<file path="src/sv/ucc_pkg.sv">
// Package with the types, constants and helpers of the UDP checksum checker.
package ucc_pkg;

    // Queue between the classifier and the accumulator.
    localparam int Q_DEPTH = 4;
    localparam int Q_AW    = $clog2(Q_DEPTH);
    localparam int Q_CW    = $clog2(Q_DEPTH + 1);

    localparam logic [15:0] CNT_MAX   = 16'hFFFF;
    localparam logic [16:0] HDR_BYTES = 17'd8;

    // Header byte positions.
    localparam logic [2:0] HB_SRC_HI  = 3'd0;
    localparam logic [2:0] HB_SRC_LO  = 3'd1;
    localparam logic [2:0] HB_DST_HI  = 3'd2;
    localparam logic [2:0] HB_DST_LO  = 3'd3;
    localparam logic [2:0] HB_LEN_HI  = 3'd4;
    localparam logic [2:0] HB_LEN_LO  = 3'd5;
    localparam logic [2:0] HB_CSUM_HI = 3'd6;
    localparam logic [2:0] HB_CSUM_LO = 3'd7;

    // Result status codes.
    localparam logic [1:0] ST_OK      = 2'd0;
    localparam logic [1:0] ST_BAD_SUM = 2'd1;
    localparam logic [1:0] ST_SHORT   = 2'd2;
    localparam logic [1:0] ST_BAD_LEN = 2'd3;

    // One classified byte, as handed from the front to the back.
    typedef struct packed {
        logic        start;
        logic [16:0] pseudo;
        logic        add_en;
        logic [15:0] word;
        logic        hdr_en;
        logic [2:0]  hdr_idx;
        logic [7:0]  data_byte;
        logic        last;
        logic [16:0] total;
    } t_op;

    typedef struct packed {
        logic [Q_CW-1:0] count;
        logic            full;
        logic            empty;
    } t_q_stat;

    typedef struct packed {
        logic fin_valid;
        logic out_valid;
    } t_back_stat;

    // One end-around carry fold of a short sum.
    function automatic logic [16:0] ucc_fold(input logic [18:0] x);
        ucc_fold = {1'b0, x[15:0]} + {14'd0, x[18:16]};
    endfunction

endpackage

</file>
<file path="src/sv/ucc_if.sv">


interface ucc_out_if;
    logic        valid;
    logic        ready;
    logic [15:0] computed_checksum;
    logic [15:0] received_checksum;
    logic [15:0] source_port;
    logic [15:0] dest_port;
    logic [15:0] length_field;
    logic [1:0]  status;

    modport source (output valid, computed_checksum, received_checksum, source_port,
                    dest_port, length_field, status, input ready);
    modport sink (input valid, computed_checksum, received_checksum, source_port,
                  dest_port, length_field, status, output ready);
endinterface

</file>
<file path="src/sv/ucc_back.sv">
// Accumulator, header capture, final check and output register.
module ucc_back (
    input  logic                 i_clk,
    input  logic                 i_rst_n,
    input  logic                 i_cfg_we,
    input  logic                 i_cfg_data,
    input  logic                 i_valid,
    input  ucc_pkg::t_op         i_op,
    output logic                 o_pop,
    output ucc_pkg::t_back_stat  o_stat,
    ucc_out_if.source            o_out
);

    logic        r_accept_zero;
    logic [16:0] r_sum, n_sum, base_sum;
    logic [15:0] r_src, n_src, r_dst, n_dst, r_len, n_len, r_rx, n_rx;

    // Datagram waiting for its final check.
    logic        r_fin_valid;
    logic [16:0] r_fin_sum;
    logic [15:0] r_fin_src, r_fin_dst, r_fin_len, r_fin_rx;
    logic [16:0] r_fin_total;
    logic        fin_move;

    logic        r_out_valid;
    logic [15:0] r_out_cs, r_out_rx, r_out_src, r_out_dst, r_out_len;
    logic [1:0]  r_out_status;

    logic [16:0] fold1, fold2;
    logic [15:0] cs;
    logic [1:0]  status;

    assign fin_move = r_fin_valid && (!r_out_valid || o_out.ready);
    assign o_pop    = i_valid && (!i_op.last || !r_fin_valid || fin_move);

    assign o_stat.fin_valid = r_fin_valid;
    assign o_stat.out_valid = r_out_valid;

    always_comb begin
        base_sum = i_op.start ? i_op.pseudo : r_sum;
        n_sum    = i_op.add_en ? ucc_pkg::ucc_fold(19'(base_sum) + 19'(i_op.word))
                               : base_sum;
        n_src = i_op.start ? 16'd0 : r_src;
        n_dst = i_op.start ? 16'd0 : r_dst;
        n_len = i_op.start ? 16'd0 : r_len;
        n_rx  = i_op.start ? 16'd0 : r_rx;
        if (i_op.hdr_en) begin
            unique case (i_op.hdr_idx)
                ucc_pkg::HB_SRC_HI:  n_src[15:8] = i_op.data_byte;
                ucc_pkg::HB_SRC_LO:  n_src[7:0]  = i_op.data_byte;
                ucc_pkg::HB_DST_HI:  n_dst[15:8] = i_op.data_byte;
                ucc_pkg::HB_DST_LO:  n_dst[7:0]  = i_op.data_byte;
                ucc_pkg::HB_LEN_HI:  n_len[15:8] = i_op.data_byte;
                ucc_pkg::HB_LEN_LO:  n_len[7:0]  = i_op.data_byte;
                ucc_pkg::HB_CSUM_HI: n_rx[15:8]  = i_op.data_byte;
                ucc_pkg::HB_CSUM_LO: n_rx[7:0]   = i_op.data_byte;
            endcase
        end
    end

    // Final check: the second copy of the length goes into the sum here.
    always_comb begin
        fold1 = ucc_pkg::ucc_fold(19'(r_fin_sum) + 19'(r_fin_len));
        fold2 = ucc_pkg::ucc_fold(19'(fold1));
        cs    = ~fold2[15:0];
        if (cs == 16'd0) begin
            cs = 16'hFFFF;
        end
        priority if (r_fin_total < ucc_pkg::HDR_BYTES) begin
            status = ucc_pkg::ST_SHORT;
        end else if ({1'b0, r_fin_len} != r_fin_total) begin
            status = ucc_pkg::ST_BAD_LEN;
        end else if (r_fin_rx == 16'd0 && r_accept_zero) begin
            status = ucc_pkg::ST_OK;
        end else if (r_fin_rx != cs) begin
            status = ucc_pkg::ST_BAD_SUM;
        end else begin
            status = ucc_pkg::ST_OK;
        end
    end

    always_ff @(posedge i_clk) begin
        if (!i_rst_n) begin
            r_accept_zero <= 1'b1;
            r_fin_valid   <= 1'b0;
            r_out_valid   <= 1'b0;
        end else begin
            if (i_cfg_we) begin
                r_accept_zero <= i_cfg_data;
            end
            if (o_pop && i_op.last) begin
                r_fin_valid <= 1'b1;
            end else if (fin_move) begin
                r_fin_valid <= 1'b0;
            end
            if (fin_move) begin
                r_out_valid <= 1'b1;
            end else if (o_out.ready) begin
                r_out_valid <= 1'b0;
            end
        end
    end

    always_ff @(posedge i_clk) begin
        if (!i_rst_n) begin
            r_sum <= 17'd0;
            r_src <= 16'd0;
            r_dst <= 16'd0;
            r_len <= 16'd0;
            r_rx  <= 16'd0;
        end else if (o_pop) begin
            r_sum <= n_sum;
            r_src <= n_src;
            r_dst <= n_dst;
            r_len <= n_len;
            r_rx  <= n_rx;
        end
    end

    always_ff @(posedge i_clk) begin
        if (o_pop && i_op.last) begin
            r_fin_sum   <= n_sum;
            r_fin_src   <= n_src;
            r_fin_dst   <= n_dst;
            r_fin_len   <= n_len;
            r_fin_rx    <= n_rx;
            r_fin_total <= i_op.total;
        end
        if (fin_move) begin
            r_out_cs     <= cs;
            r_out_rx     <= r_fin_rx;
            r_out_src    <= r_fin_src;
            r_out_dst    <= r_fin_dst;
            r_out_len    <= r_fin_len;
            r_out_status <= status;
        end
    end

    assign o_out.valid             = r_out_valid;
    assign o_out.computed_checksum = r_out_cs;
    assign o_out.received_checksum = r_out_rx;
    assign o_out.source_port       = r_out_src;
    assign o_out.dest_port         = r_out_dst;
    assign o_out.length_field      = r_out_len;
    assign o_out.status            = r_out_status;

endmodule

</file>
<file path="src/flat_wrapper.sv">
// flat-port wrapper written by rule: the top's interface ports become plain ports
module ucc_back_flat 
  (i_clk, i_rst_n, i_cfg_we, i_cfg_data, i_valid, i_op, o_pop, o_stat, o_out_valid, o_out_computed_checksum, o_out_received_checksum, o_out_source_port, o_out_dest_port, o_out_length_field, o_out_status, o_out_ready);
  ucc_out_if o_out_i ();
  input  logic i_clk;
  input  logic i_rst_n;
  input  logic i_cfg_we;
  input  logic i_cfg_data;
  input  logic i_valid;
  input  ucc_pkg::t_op i_op;
  output logic o_pop;
  output ucc_pkg::t_back_stat o_stat;
  output wire logic [$bits(o_out_i.valid)-1:0] o_out_valid;
  output wire logic [$bits(o_out_i.computed_checksum)-1:0] o_out_computed_checksum;
  output wire logic [$bits(o_out_i.received_checksum)-1:0] o_out_received_checksum;
  output wire logic [$bits(o_out_i.source_port)-1:0] o_out_source_port;
  output wire logic [$bits(o_out_i.dest_port)-1:0] o_out_dest_port;
  output wire logic [$bits(o_out_i.length_field)-1:0] o_out_length_field;
  output wire logic [$bits(o_out_i.status)-1:0] o_out_status;
  input wire logic [$bits(o_out_i.ready)-1:0] o_out_ready;
  assign o_out_valid = o_out_i.valid;
  assign o_out_computed_checksum = o_out_i.computed_checksum;
  assign o_out_received_checksum = o_out_i.received_checksum;
  assign o_out_source_port = o_out_i.source_port;
  assign o_out_dest_port = o_out_i.dest_port;
  assign o_out_length_field = o_out_i.length_field;
  assign o_out_status = o_out_i.status;
  assign o_out_i.ready = o_out_ready;
  ucc_back u_core (.i_clk(i_clk), .i_rst_n(i_rst_n), .i_cfg_we(i_cfg_we), .i_cfg_data(i_cfg_data), .i_valid(i_valid), .i_op(i_op), .o_pop(o_pop), .o_stat(o_stat), .o_out(o_out_i));
endmodule
</file>
<file path="config.mk">
export PLATFORM = sky130hd
export DESIGN_NAME = ucc_back_flat
export DESIGN_NICKNAME = d
export VERILOG_FILES = /design/src/sv/ucc_pkg.sv /design/src/sv/ucc_if.sv /design/src/sv/ucc_back.sv /design/src/flat_wrapper.sv
export SDC_FILE = /design/constraint.sdc
export NUM_CORES = 1
export LEC_CHECK = 0
export BUFFER_PORTS_ARGS = -buffer_cell sky130_fd_sc_hd__clkbuf_2
export CAP_MARGIN = 0
export CORE_AREA = 2 2 161 163
export DETAILED_ROUTE_END_ITERATION = 16
export DIE_AREA = 0 0 163 165
export PLACE_DENSITY = 0.78
export SETUP_SLACK_MARGIN = 0.1
export SKIP_LAST_GASP = 1
export SLEW_MARGIN = 20
export SYNTH_ARGS = -nofsm -noshare
export SYNTH_HDL_FRONTEND = slang
export SYNTH_SLANG_ARGS = --single-unit
</file>
<file path="constraint.sdc">
create_clock -name i_clk -period 10.94 [get_ports i_clk]
set_clock_uncertainty 0.15 [all_clocks]
set_input_delay 2.188 -clock i_clk [delete_from_list [all_inputs] [get_ports i_clk]]
set_output_delay 2.188 -clock i_clk [all_outputs]
set_load 0.01 [all_outputs]
</file>
# Yosys cells after proc, flatten, opt, wreduce, memory -nomap -nowiden
# Cells that the tools add are included.
# W data, S select, Z words.
# op_classes
n_reduce_logical,16
magnitude_cmp,1
eq_ne,9
bitwise_logic,1
n_addsub,5
mux,26
# ops
op,n
$mux W16,9
$mux W8,8
$add A17 B16 Y18,2
$add A16 B3 Y17,2
$mux W17,2
$logic_not A16 Y1,2
$lt A17 B4 Y1 const B,1
$ne A16 B17 Y1,1
$add A16 B1 Y16,1
$ne A16 B16 Y1,1
$not A16 Y16,1
$eq A3 B3 Y1 const B,4
$mux W1,7
$eq A3 B2 Y1 const B,2
$logic_and A1 B1 Y1,4
$reduce_bool A2 Y1,2
$eq A3 B1 Y1 const B,1
$logic_not A1 Y1,3
$logic_not A3 Y1,1
$logic_or A1 B1 Y1,3
$reduce_or A2 Y1,1
# word_totals
output_inout_bits,86
ff_bits,264

# Logic depth before layout (Yosys ltp)
# logic_depth
depth_word,10
ltp_mapped,33

# Least setup slack after synthesis
# No wires, ideal clock.
# synth_timing
kind,input -> register
start,input port i_op[64] in the netlist's numbering
end,register u_core.r_sum[14]
path_stages,27
setup_slack_ps,3048
path_buffers,2
arrival_time_ps,7626
setup_time_ps,116
path_cell_list,clkbuf_1 buf_1 mux2_2 ha_1 fa_1 a21o_1 a21oi_1 o21bai_1 a21oi_1 o21bai_1 a21o_1 a21oi_1 o21ai_0 a31o_2 a21oi_1 o21bai_1 a21oi_1 xor2_1 ha_1 inv_1 fa_1 nor2_1 nor4b_1 nand3_1 xor2_1 a21oi_1 a31o_2
# synth_via
elab_chain_len,4
# synth_lines
element,line_no,text
start: declaration,flat_wrapper.sv:10,input ucc_pkg::t_op i_op;
$mux W17 *,ucc_back.sv:40,base_sum = i_op.start ? i_op.pseudo : r_sum;
$add A17 B16 Y18,ucc_back.sv:41,n_sum = i_op.add_en ? ucc_pkg::ucc_fold(19'(base_sum) + 19'(i_op.word))
$add A16 B3 Y17,ucc_pkg.sv:54,"ucc_fold = {1'b0, x[15:0]} + {14'd0, x[18:16]};"
$mux W17 *,ucc_back.sv:41,
end signal: assignment,ucc_back.sv:112,r_sum <= n_sum;
end: declaration,ucc_back.sv:15,"logic [16:0] r_sum, n_sum, base_sum;"
# Mark *: on every way between the ends. The rest lies on a longest branch, timed or not.
# A chain may end at the register's enable or synchronous reset.

# Final worst setup path
# layout_timing
start,register u_core.r_fin_len[6]
end,register u_core.r_out_status[0] (netlist: u_core.o_out.status[0]) (data pin)
# layout_via
elab_chain_len,10
word_cells_on_any_way,11
cone_classes,add/sub: 3; eq/ne: 2; mux: 4; bitwise: 1; reduce/logical: 1
# layout_lines
element,line_no,text
start: declaration,ucc_back.sv:21,"logic [15:0] r_fin_src, r_fin_dst, r_fin_len, r_fin_rx;"
start signal: assignment,ucc_back.sv:125,r_fin_len <= n_len;
$add A17 B16 Y18,ucc_back.sv:63,fold1 = ucc_pkg::ucc_fold(19'(r_fin_sum) + 19'(r_fin_len));
$add A16 B3 Y17,ucc_pkg.sv:54,
$add A16 B1 Y16,ucc_pkg.sv:54,
$not A16 Y16,ucc_back.sv:65,cs = ~fold2[15:0];
$logic_not A16 Y1,ucc_back.sv:66,if (cs == 16'd0) begin
$mux W16,ucc_back.sv:66,
$ne A16 B16 Y1,ucc_back.sv:75,end else if (r_fin_rx != cs) begin
$mux W1,ucc_back.sv:75,
$mux W1,ucc_back.sv:73,end else if (r_fin_rx == 16'd0 && r_accept_zero) begin
$mux W1 *,ucc_back.sv:71,"end else if ({1'b0, r_fin_len} != r_fin_total) begin"
end signal: assignment,ucc_back.sv:135,r_out_status <= status;
end: declaration,ucc_back.sv:27,logic [1:0] r_out_status;
# Marked as above.

==> results.json <==
{
  "wl_per_cell_um": 18.4,
  "rows": 58,
  "yosysUniqueCellTypes": 88,
  "synth_xor_area_share_pct": 5.13,
  "crit_path_max_incr_delay_ps": 550,
  "syn-num-nets": 1442,
  "synth-seq-area-share_pct": 51.8,
  "required_ps": 11180,
  "synth_seq_cells": 264,
  "maxCapViolations": 0,
  "die_x_um": 163,
  "synth_edf_count": 180,
  "drt_iter0_markers": 934,
  "cts-root-buf": "clkbuf_16",
  "critPathBufInv": 0,
  "grt_pass1_wl_um": 51800,
  "switchingPower_mw": 0.676,
  "synth-compound-area-share_pct": 15.4,
  "yosysMostFrequentCell": "nand2_1",
  "worst_pin_slew_ps": 1090,
  "muxShareOfSynthArea_pct": 2.23,
  "first_pass_iters": 5,
  "core_um2": 25000,
  "power.density_nw_per_um2": 161,
  "grtUsageTotal_pct": 24.6,
  "io_pins": 157,
  "worst-setup-path-type": "reg -> reg",
  "synth_commonest_cells": "269 x nand2_1, 180 x edfxtp_1, 84 x dfxtp_1",
  "min_path_type": "reg -> reg",
  "synth_top_family_by_area": "simple AND/OR/NAND/NOR gates",
  "nets": 1570,
  "cts_hold_buf": 0,
  "total_power_mw": 2.51,
  "synth_area_leaders": "edfxtp_1 39%, dfxtp_1 12%, nand2_1 7.4%, a21boi_0 4.4%, ha_1 3.5%",
  "synth_ff_type": "edfxtp_1",
  "clkSlewWorstSetupHoldPaths_ps": 60,
  "place_area_um2": 14700,
  "cts_sinks": 264,
  "die_area_um2": 26900,
  "fin_crit_ps": 7950,
  "slew_viol_final": 0,
  "grt_max_degree": 88,
  "crit_slowest_cell": "ha_1",
  "clock_latency_ps": 540,
  "run_status": "complete, no violations",
  "drc": 0,
  "yosys.area.top_type_share_pct": 39.5,
  "p_clk_share_pct": 36.4,
  "ant_nets": 0,
  "cts_made_buffers": 26,
  "combPwrFrac_pct": 18.1,
  "critPathMaxFanout": 23,
  "synthCells": 1329,
  "place_hpwl_um": 22900,
  "stdcell_count": 1806,
  "finalCritPeriodShare_pct": 72.7,
  "viasPerCell": 5.74,
  "place.port_buffers": 156,
  "rsz0062_at_grt": "no",
  "vias": 10400,
  "syn_avg_cell_area_um2": 10.3,
  "antenna_cells": 0,
  "yosys_warnings": 0,
  "drive_gt1_share_pct": 17.3,
  "peakVddDrop_uv": 91.3,
  "syn-cell-area_um2": 13700,
  "synthSimpleGateAreaFrac_pct": 18.9,
  "internal_power_mw": 1.83,
  "fmax_mhz": 126,
  "setup_violations": 0,
  "critPathTopFamily": "simple AND/OR/NAND/NOR gates",
  "ys_async_sr_fraction_pct": 0,
  "p_leak_nw": 5.69,
  "slew_headroom_pct": 27.3,
  "grt_pass1_vias": 9679,
  "whs_ps": 265,
  "setup.worst_path.start_class": "flip-flop",
  "synth_fa_ha_area_share_pct": 4.06,
  "yosys.area.top_type": "edfxtp_1",
  "dp.cells": 1759,
  "gp_congestion": 0.900,
  "cp.depth": 29,
  "cts_max_path_buffers": 3,
  "r2r_setup_slack_ps": 2990,
  "setup_slack_ps": 2990,
  "grt_overflow": 0,
  "hold_viol": 0,
  "die_h_um": 165,
  "cp-end-kind": "flip-flop",
  "hold_depth": 0,
  "p_sw_share_pct": 27.0,
  "cp.arrival_ps": 8200,
  "tns_ps": 0,
  "postLayoutCoreUtil_pct": 62.1,
  "wirelength_um": 33200,
  "syn2layout_area_growth_pct": 13.6,
  "cts_tree": "built",
  "initial_utilization_pct": 54.7,
  "r2r_cells": 29,
  "cts_resized": 0,
  "p_seq_share_pct": 45.5,
  "grt_antenna_before_repair": 0,
  "cts_max_level": 1,
  "post-place-ws_ps": 2690,
  "design_area_um2": 15600,
  "post_cts_buffers": 0
}
## routing by layer
metal	vias up	track usage, %	share of wire, %
met3	59	2.91	6.4
li1	5011	-	-
met1	4934	33.9	43
met4	0	7.24	2.5
met5	-	0	0
met2	361	41.0	48
## power groups by stage
stage / clock network (mW) / logic [mW] / registers [mW]
finish: 0.912 / 0.454 / 1.14
global route: 0.965 / 0.501 / 1.14
CTS: 0.924 / 0.449 / 1.14
detailed placement: 0 / 0.446 / 1.16
global placement: 0 / 0.439 / 1.16
floorplan: 0 / 0.332 / 1.16
## layout by cell type, fill, tap and decap left out, types with 8 or more instances in the layout
| master | n |
|---|---|
| nor2_1 | 54 |
| nand4_1 | 8 |
| nand2_1 | 268 |
| clkbuf_16 | 29 |
| a21boi_0 | 80 |
| nor2b_1 | 8 |
| o21ai_0 | 81 |
| a21o_1 | 10 |
| buf_4 | 8 |
| dfxtp_1 | 84 |
| xor2_1 | 33 |
| o21bai_1 | 10 |
| inv_1 | 15 |
| ha_1 | 38 |
| nand2b_1 | 75 |
| edfxtp_1 | 180 |
| xnor2_1 | 38 |
| mux2_2 | 20 |
| clkbuf_2 | 156 |
| nand3_1 | 19 |
| nor3_1 | 25 |
| and3_1 | 11 |
| or3_1 | 10 |
| nor4_1 | 10 |
| a21oi_1 | 44 |
| mux2i_1 | 8 |
## cells by family (layout without fill, tap and decap cells)
group	Yosys count	in the layout
adders and majority gates	42	42
and+or+nand+nor	535	535
buffers and inverters	80	227
AOI/OAI and AO/OA	305	305
muxes	28	28
DFF	264	264
xor gates and xnor gates	75	75
## worst paths after layout
path / end / from
setup reg to reg: u_core.o_out.status[0] / u_core.r_fin_len[6]
setup / recovery: u_core.o_out.status[0] / u_core.r_fin_len[6]
hold / removal: u_core.o_out.source_port[2] / u_core.r_fin_src[2]
hold reg to reg: u_core.o_out.source_port[2] / u_core.r_fin_src[2]
## flip-flops by register name, summed over array words and instances, names as in the netlist
register                        cells
u_core.r_fin_sum                   17
u_core.r_fin_total                 17
u_core.r_sum                       17
u_core.o_out.computed_checksum     16
u_core.o_out.dest_port             16
u_core.o_out.length_field          16
u_core.o_out.received_checksum     16
u_core.o_out.source_port           16
u_core.r_dst                       16
u_core.r_fin_dst                   16
u_core.r_fin_len                   16
u_core.r_fin_rx                    16
u_core.r_fin_src                   16
u_core.r_len                       16
u_core.r_rx                        16
u_core.r_src                       16
u_core.o_out.status                 2
u_core.o_out.valid                  1
u_core.r_accept_zero                1
u_core.r_fin_valid                  1
## layout make-up
cell class	count	area, µm²
Sequential cell	264	7090
Tap cell	330	413
Timing Repair Buffer	164	841
Clock inverter	7	73.8
Fill cell	2009	9480
Clock buffer	40	817
Multi-Input combinational cell	985	6260
Inverter	16	60.1
Note: power is estimated with default switching activity, not from simulation.
